File: src/hw/rtl/oblu_pkg.sv
// ============================================================================
// oblu_pkg
// Shared types and constants for the octagon bound lattice unit.
// ============================================================================
package oblu_pkg;

  // Default sizing
  localparam int DEF_VALUE_WIDTH    = 32;
  localparam int DEF_MAX_THRESHOLDS = 7;

  // Field widths fixed by the interface
  localparam int FUNC_W    = 3;
  localparam int CFG_IDX_W = 3;
  localparam int COUNT_W   = 3;

  // Configuration register indexes
  localparam logic [CFG_IDX_W-1:0] CFG_THR_COUNT = 3'd0;
  localparam logic [CFG_IDX_W-1:0] CFG_THR_BASE  = 3'd1;

  // Lattice operations; codes 5..7 pass the left bound through
  typedef enum logic [FUNC_W-1:0] {
    FUNC_MEET    = 3'd0,
    FUNC_JOIN    = 3'd1,
    FUNC_WIDEN   = 3'd2,
    FUNC_WIDEN_T = 3'd3,
    FUNC_NARROW  = 3'd4
  } func_t;

endpackage

File: src/hw/rtl/octagon_bound_lattice_unit_top.sv
// ============================================================================
// octagon_bound_lattice_unit_top
// Applies one octagon lattice operation to a pair of bound coefficients.
// ============================================================================
// Usage:
//   Input: a beat is taken on each rising edge with start high and busy low.
//   busy is never raised, so a new coefficient pair can enter every cycle.
//   Result: out_valid is high for exactly one cycle per input beat, with
//   out_result_value / out_result_inf; the receiver must take it then.
//   Order: a beat passes the stage 1, stage 2 and output registers and
//   gives its result in input order.
//   Throughput: one beat per cycle, set by the three-stage pipeline
//   (bound compare / threshold compare, first-threshold pick, result mux).
//   Configuration: cfg_we writes register cfg_index (0 = threshold count,
//   1..7 = thresholds) at the edge; write only while no beat is in flight.
//   The count uses the low COUNT_W bits of cfg_wdata, saturating above
//   MAX_THRESHOLDS; writes to thresholds beyond MAX_THRESHOLDS are dropped.
//   Reset: synchronous, active low; clears the pipeline valids, the count
//   and all thresholds to zero.
// ============================================================================
module octagon_bound_lattice_unit_top
  import oblu_pkg::*;
#(
  parameter int VALUE_WIDTH    = DEF_VALUE_WIDTH,
  parameter int MAX_THRESHOLDS = DEF_MAX_THRESHOLDS
) (
  input  logic                          clk,
  input  logic                          rst_n,
  // input channel
  input  logic                          start,
  output logic                          busy,
  input  logic [FUNC_W-1:0]             in_func,
  input  logic signed [VALUE_WIDTH-1:0] in_left_value,
  input  logic                          in_left_inf,
  input  logic signed [VALUE_WIDTH-1:0] in_right_value,
  input  logic                          in_right_inf,
  // result channel
  output logic                          out_valid,
  output logic signed [VALUE_WIDTH-1:0] out_result_value,
  output logic                          out_result_inf,
  // configuration
  input  logic                          cfg_we,
  input  logic [CFG_IDX_W-1:0]          cfg_index,
  input  logic [VALUE_WIDTH-1:0]        cfg_wdata
);

  // Configuration registers
  logic        [COUNT_W-1:0]     count_r;
  logic signed [VALUE_WIDTH-1:0] thr_r [MAX_THRESHOLDS];
  logic        [COUNT_W-1:0]     count_wr;

  // Stage 1
  logic                          v1_r;
  func_t                         func1_r;
  logic signed [VALUE_WIDTH-1:0] l1_val_r, r1_val_r;
  logic                          l1_inf_r, r1_inf_r;
  logic                          le1_r, ge1_r;
  logic                          le_nxt, ge_nxt;

  // Stage 2
  logic                          v2_r;
  func_t                         func2_r;
  logic signed [VALUE_WIDTH-1:0] l2_val_r, r2_val_r;
  logic                          l2_inf_r, r2_inf_r;
  logic                          le2_r, ge2_r;
  logic                          pick_found;
  logic signed [VALUE_WIDTH-1:0] pick_value;

  // Stage 3 (output)
  logic                          out_valid_r;
  logic signed [VALUE_WIDTH-1:0] res_val_r;
  logic                          res_inf_r;
  logic signed [VALUE_WIDTH-1:0] res_val_nxt;
  logic                          res_inf_nxt;

  logic                          accept;

  assign busy   = 1'b0;
  assign accept = start && !busy;

  // Config write; count saturates at the threshold depth
  assign count_wr = (cfg_wdata[COUNT_W-1:0] > COUNT_W'(MAX_THRESHOLDS)) ?
                    COUNT_W'(MAX_THRESHOLDS) : cfg_wdata[COUNT_W-1:0];

  always_ff @(posedge clk) begin
    if (!rst_n) begin
      count_r <= '0;
      for (int j = 0; j < MAX_THRESHOLDS; j++) thr_r[j] <= '0;
    end else if (cfg_we) begin
      if (cfg_index == CFG_THR_COUNT) count_r <= count_wr;
      for (int j = 0; j < MAX_THRESHOLDS; j++) begin
        if (cfg_index == CFG_THR_BASE + CFG_IDX_W'(j)) thr_r[j] <= cfg_wdata;
      end
    end
  end

  // Stage 1: left vs right compare, infinity above every finite value
  always_comb begin
    le_nxt = in_right_inf || (!in_left_inf && (in_left_value <= in_right_value));
    ge_nxt = in_left_inf  || (!in_right_inf && (in_left_value >= in_right_value));
  end

  always_ff @(posedge clk) begin
    if (!rst_n) v1_r <= 1'b0;
    else        v1_r <= accept;
  end

  always_ff @(posedge clk) begin
    func1_r  <= func_t'(in_func);
    l1_val_r <= in_left_value;
    l1_inf_r <= in_left_inf;
    r1_val_r <= in_right_value;
    r1_inf_r <= in_right_inf;
    le1_r    <= le_nxt;
    ge1_r    <= ge_nxt;
  end

  // Threshold search runs alongside stages 1 and 2
  oblu_thresh_sel #(
    .VALUE_WIDTH    (VALUE_WIDTH),
    .MAX_THRESHOLDS (MAX_THRESHOLDS)
  ) u_thresh_sel (
    .clk         (clk),
    .thr         (thr_r),
    .thr_count   (count_r),
    .right_value (in_right_value),
    .right_inf   (in_right_inf),
    .pick_found  (pick_found),
    .pick_value  (pick_value)
  );

  // Stage 2: carry operands to line up with the threshold pick
  always_ff @(posedge clk) begin
    if (!rst_n) v2_r <= 1'b0;
    else        v2_r <= v1_r;
  end

  always_ff @(posedge clk) begin
    func2_r  <= func1_r;
    l2_val_r <= l1_val_r;
    l2_inf_r <= l1_inf_r;
    r2_val_r <= r1_val_r;
    r2_inf_r <= r1_inf_r;
    le2_r    <= le1_r;
    ge2_r    <= ge1_r;
  end

  // Stage 3: operation select; an infinite result carries a zero value
  always_comb begin
    res_val_nxt = l2_val_r;
    res_inf_nxt = l2_inf_r;
    unique case (func2_r)
      FUNC_MEET: begin
        if (!le2_r) begin
          res_val_nxt = r2_val_r;
          res_inf_nxt = r2_inf_r;
        end
      end
      FUNC_JOIN: begin
        if (!ge2_r) begin
          res_val_nxt = r2_val_r;
          res_inf_nxt = r2_inf_r;
        end
      end
      FUNC_WIDEN: begin
        if (!ge2_r) res_inf_nxt = 1'b1;
      end
      FUNC_WIDEN_T: begin
        if (!ge2_r) begin
          res_val_nxt = pick_value;
          res_inf_nxt = !pick_found;
        end
      end
      FUNC_NARROW: begin
        if (l2_inf_r) begin
          res_val_nxt = r2_val_r;
          res_inf_nxt = r2_inf_r;
        end
      end
      default: begin
        res_val_nxt = l2_val_r;
        res_inf_nxt = l2_inf_r;
      end
    endcase
    if (res_inf_nxt) res_val_nxt = '0;
  end

  always_ff @(posedge clk) begin
    if (!rst_n) out_valid_r <= 1'b0;
    else        out_valid_r <= v2_r;
  end

  always_ff @(posedge clk) begin
    res_val_r <= res_val_nxt;
    res_inf_r <= res_inf_nxt;
  end

  assign out_valid        = out_valid_r;
  assign out_result_value = res_val_r;
  assign out_result_inf   = res_inf_r;

  // Checks

  // every accepted beat yields exactly one result after the stage 1, stage 2 and output registers
  a_one_result: assert property (@(posedge clk) disable iff (!rst_n)
    $past(rst_n, 3) |-> (out_valid == $past(accept, 3)))
    else $error("result strobe does not match accepted beat");

  // an infinite result always reports a zero value
  a_inf_zero: assert property (@(posedge clk) disable iff (!rst_n)
    (out_valid && out_result_inf) |-> (out_result_value == '0))
    else $error("infinite result with nonzero value");

  // a threshold can only cover a finite right bound
  a_pick_finite: assert property (@(posedge clk) disable iff (!rst_n)
    (v2_r && pick_found) |-> !r2_inf_r)
    else $error("threshold picked for infinite right bound");

endmodule

File: src/hw/rtl/oblu_thresh_sel.sv
// ============================================================================
// oblu_thresh_sel
// Two-stage threshold search: compare the right bound against every active
// threshold, then pick the first threshold in index order that covers it.
// ============================================================================
module oblu_thresh_sel
  import oblu_pkg::*;
#(
  parameter int VALUE_WIDTH    = DEF_VALUE_WIDTH,
  parameter int MAX_THRESHOLDS = DEF_MAX_THRESHOLDS
) (
  input  logic                          clk,
  input  logic signed [VALUE_WIDTH-1:0] thr       [MAX_THRESHOLDS],
  input  logic        [COUNT_W-1:0]     thr_count,
  input  logic signed [VALUE_WIDTH-1:0] right_value,
  input  logic                          right_inf,
  output logic                          pick_found,
  output logic signed [VALUE_WIDTH-1:0] pick_value
);

  logic [MAX_THRESHOLDS-1:0] hit_nxt;
  logic [MAX_THRESHOLDS-1:0] hit_r;
  logic                      found_nxt;
  logic signed [VALUE_WIDTH-1:0] value_nxt;
  logic                      found_r;
  logic signed [VALUE_WIDTH-1:0] value_r;

  // Stage 1: one compare per threshold, masked by the active count
  always_comb begin
    for (int j = 0; j < MAX_THRESHOLDS; j++) begin
      hit_nxt[j] = !right_inf && (right_value <= thr[j]) &&
                   (COUNT_W'(j) < thr_count);
    end
  end

  always_ff @(posedge clk) begin
    hit_r <= hit_nxt;
  end

  // Stage 2: lowest index wins
  always_comb begin
    found_nxt = 1'b0;
    value_nxt = '0;
    for (int j = MAX_THRESHOLDS - 1; j >= 0; j--) begin
      if (hit_r[j]) begin
        found_nxt = 1'b1;
        value_nxt = thr[j];
      end
    end
  end

  always_ff @(posedge clk) begin
    found_r <= found_nxt;
    value_r <= value_nxt;
  end

  assign pick_found = found_r;
  assign pick_value = value_r;

endmodule
File: config.mk
export PLATFORM = sky130hd
export DESIGN_NAME = octagon_bound_lattice_unit_top
export DESIGN_NICKNAME = d
export VERILOG_FILES = /design/src/hw/rtl/oblu_pkg.sv /design/src/hw/rtl/octagon_bound_lattice_unit_top.sv /design/src/hw/rtl/oblu_thresh_sel.sv
export SDC_FILE = /design/constraint.sdc
export NUM_CORES = 1
export LEC_CHECK = 0
export ABC_AREA = 1
export BUFFER_PORTS_ARGS = -buffer_cell sky130_fd_sc_hd__buf_2
export CAP_MARGIN = 20
export CORE_MARGIN = 2
export CORE_UTILIZATION = 50
export DETAILED_ROUTE_END_ITERATION = 12
export PLACE_DENSITY = 0.68
export SLEW_MARGIN = 5
export SYNTH_ARGS = -nofsm -noshare
export SYNTH_HDL_FRONTEND = slang
export SYNTH_HIERARCHICAL = 1
export SYNTH_SLANG_ARGS = --single-unit
File: constraint.sdc
create_clock -name clk -period 3.9 [get_ports clk]
set_input_delay 0.195 -clock clk [delete_from_list [all_inputs] [get_ports clk]]
set_output_delay 0.195 -clock clk [all_outputs]
set_load 0.005 [all_outputs]
==> results_dict.tcl <==
set metrics [dict create \
    hold_path.class "in2reg" \
    ys_dominant_reg_cell "dfxtp_1" \
    setup_total_negative_slack_ps 0 \
    number_of_vias_per_cell_after_detailed_routing 5.467 \
    timing.critical_path.to_type "flip-flop" \
    synth.lib_cells_used.distinct 40 \
    h_tree_depth 2 \
    ys_seq_area_frac 0.3999 \
    shortest_period_the_worst_path_allows_ps 2342 \
    worstReg2RegStart "u_thresh_sel/hit_r[1]$_DFF_P_" \
    fp.dieH_um 215.1 \
    core_area_mm2 0.04412 \
    first_pass_grt_wire_length_mm 107.1 \
    num-fill-cells 4050 \
    worstPathArrival_ps 2770 \
    grt.overflow.total 0 \
    power_density_mw_per_mm2 419.9 \
    syn_nets 3356 \
    rsz0062_at_grt "no" \
    grt_pass1_vias 19850 \
    cts_tree "done" \
    gp_congestion 0.9139 \
    critical_path_class "reg2reg" \
    count_of_flip_flops_with_a_built_in_enable_after_synthesis 0 \
    global_route.usage.total 0.2918 \
    tritoncts_num_sinks 445 \
    cp.required_ps 4330 \
    worst-r2r-cell-count 6 \
    critPathLaunch "u_thresh_sel/hit_r[1]$_DFF_P_" \
    drt_pass1_iterations 6 \
    cts_setup_buffers 0 \
    critical_path.endpoint "u_thresh_sel/pick_value[23]$_DFF_P_" \
    worstPathMaxFanout 27 \
    drv_slew 0 \
    final.period_utilization 0.6005 \
    setup_viol 0 \
    antenna_found_initial 1 \
    die-area_mm2 0.04626 \
    cts_max_path_buffers 3 \
    leakagePower_nw 12.03 \
    synth_to_layout_area_growth_pct 17.08 \
    initial_drc_count 2036 \
    clock_tree_root_buffer_cell "clkbuf_16" \
    dpl_cell_area_mm2 0.02336 \
    status "complete, no violations" \
    drtAntennaViolNets 0 \
    worstSetupStartpointType "flip-flop" \
    floorplan.initialDensity 0.5049 \
    design_power_total_w 0.01095 \
    synthArstFlopShare 0 \
    multiInputGateArea_mm2 0.01140 \
    max_freq_mhz 427.0 \
    routed_wl_mm 68.85 \
    clock_transition_at_the_register_clock_pins_on_the_worst_setup_and_hold_paths_after_cts_ps 60 \
    post_dp_hpwl_mm 48.49 \
    synthesis.instances 2992 \
    drive_above_1_share 0.08789 \
    worst_hold_margin_ps 162.2 \
    number_of_placement_rows 77 \
    synth-seq-cells 445 \
    worst-slew-pin-transition_ps 987.9 \
    placement.io_buffers 141 \
    postSynthAreaPerCell_um2 7.446 \
    synth_area_mm2 0.02228 \
    max_slew_margin 0.3414 \
    routedWlPerCell_um 18.06 \
    cts_made_buffers 48 \
    finalNetCount 3546 \
    grt_start_max_net_pins 109 \
    timing.reg2reg.setup_slack_ps 1560 \
    yosysWarningCount 6 \
    finClkSkew_ps 17.82 \
    clkLatencyLatePin_ps 590 \
    area_of_all_placed_cells_without_fillers_mm2 0.02609 \
    area.sequential_mm2 0.008912 \
    vdd_ir_drop_max_mv 0.3222 \
    die_w_um 215.1 \
    post-route-util 0.5912 \
    max_cap_viol 0 \
    vias 20840 \
    post_detailed_route_drc_marker_count 0 \
    pin_count 143 \
    critical_path.reg2reg.endpoint "u_thresh_sel/pick_value[23]$_DFF_P_" \
    hold_viol_final 0 \
]
cell usage after synthesis (3+ instances only):
| cell | n | share of area |
|---|---|---|
| o21ai_0 | 284 | 0.064 |
| buf_1 | 6 | 0.0010 |
| nand3_1 | 36 | 0.0081 |
| nor2_1 | 630 | 0.11 |
| a21o_1 | 10 | 0.0034 |
| clkbuf_1 | 86 | 0.014 |
| inv_1 | 361 | 0.061 |
| nand2_1 | 403 | 0.068 |
| a32oi_1 | 23 | 0.0090 |
| inv_2 | 10 | 0.0017 |
| nor3_1 | 4 | 0.00090 |
| ha_1 | 256 | 0.14 |
| buf_4 | 5 | 0.0017 |
| buf_6 | 8 | 0.0040 |
| dfxtp_1 | 445 | 0.40 |
| a31oi_1 | 28 | 0.0079 |
| a41oi_1 | 3 | 0.0012 |
| a21oi_1 | 179 | 0.040 |
| o21ai_1 | 44 | 0.0099 |
| buf_2 | 22 | 0.0049 |
| nand2_2 | 7 | 0.0020 |
| nor2_2 | 4 | 0.0011 |
| nand4_1 | 19 | 0.0053 |
| a22oi_1 | 50 | 0.017 |
| o221ai_1 | 6 | 0.0024 |
| o22ai_1 | 26 | 0.0073 |
| o21a_1 | 17 | 0.0057 |
| o2111ai_1 | 5 | 0.0020 |
worst min path at each step:
stage | from | endpoint | slack [ps] | cells past startpoint
6_report | cfg_index[1] | count_r[1]$_SDFFE_PN0P_ | 160 | 6
4_1_cts | cfg_index[1] | count_r[1]$_SDFFE_PN0P_ | 130 | 6
2_1_floorplan | in_func[0] | func1_r[0]$_DFF_P_ | 220 | 0
3_3_place_gp | in_func[1] | func1_r[1]$_DFF_P_ | 300 | 1
3_5_place_dp | in_func[2] | func1_r[2]$_DFF_P_ | 300 | 1
5_1_grt | cfg_index[1] | count_r[0]$_SDFFE_PN0P_ | 200 | 6
cell usage in the layout, fill, tap and decap left out, drive strengths merged, types with 3 or more instances in the layout:
| master | n |
|---|---|
| a21oi | 180 |
| a32oi | 23 |
| dlygate4sd3 | 102 |
| nor3 | 4 |
| nor2 | 637 |
| o21ai | 328 |
| o2111ai | 5 |
| a41oi | 3 |
| dfxtp | 445 |
| a22oi | 50 |
| o21a | 17 |
| inv | 373 |
| buf | 165 |
| a21o | 10 |
| o22ai | 27 |
| clkinv | 11 |
| ha | 256 |
| nand3 | 36 |
| nand4 | 20 |
| a31oi | 28 |
| o221ai | 6 |
| clkbuf | 70 |
| nand2 | 410 |
| bufinv | 5 |
state kept, by name (all words and copies together), names as in the netlist, 3 cells and up:
register	count
l1_val_r	32
u_thresh_sel/hit_r	7
func2_r	3
count_r	3
out_result_value	32
thr_r	224
r1_val_r	32
r2_val_r	32
l2_val_r	32
u_thresh_sel/pick_value	32
func1_r	3
cell families after synthesis:
kind of cell	after synthesis	synth area share
simple gates	1109	0.1950
flops	445	0.3999
compound gates	681	0.1721
buf+inv	500	0.08902
other cells	1	0.0001683
fa+ha+maj	256	0.1438
power by group:
part           total (W)  switching (W)  internal, W
registers        0.00487       0.000112      0.00476
clock network    0.00474        0.00189      0.00285
logic            0.00134       0.000836     0.000507
worst max-delay path, cell delays in order (launching register included):
cell	delay [ps]
dfxtp_1	550
inv_2	350
nand2_1	590
buf_4	360
o22ai_1	100
nor2_1	140
a22oi_1	90
routing by layer:
metal / vias up / global-route usage / wire [µm]
met5: - / 0 / 0
met4: 0 / 0.07977 / 1452
met3: 106 / 0.05676 / 5843
met2: 857 / 0.4670 / 30700
met1: 9722 / 0.4022 / 30860
li1: 10160 / - / -
stage by stage:
| stage | cells | setup WS, ps |
|---|---|---|
| after floorplan | 2992 | 2387 |
| after global placement | 3619 | 1656 |
| after detailed placement | 3620 | 1605 |
| after CTS | 3810 | 1580 |
| after global routing | 3812 | 1383 |
| final | 3813 | 1558 |
layout make-up:
type	instances	share of cell area
clock buffer	70	0.05425
antenna	1	0.00009593
sequential	445	0.3417
clock inverter	18	0.009018
multi-input combinational	2047	0.4372
timing repair buffer	267	0.07569
inverter	373	0.05367
tap	592	0.02840
what timing repair did:
action	in CTS	in global routing
hold buffers	102	0
hold endpoints to repair	291	0
gates resized for setup	0	0
(Power assumes the default switching activity.)
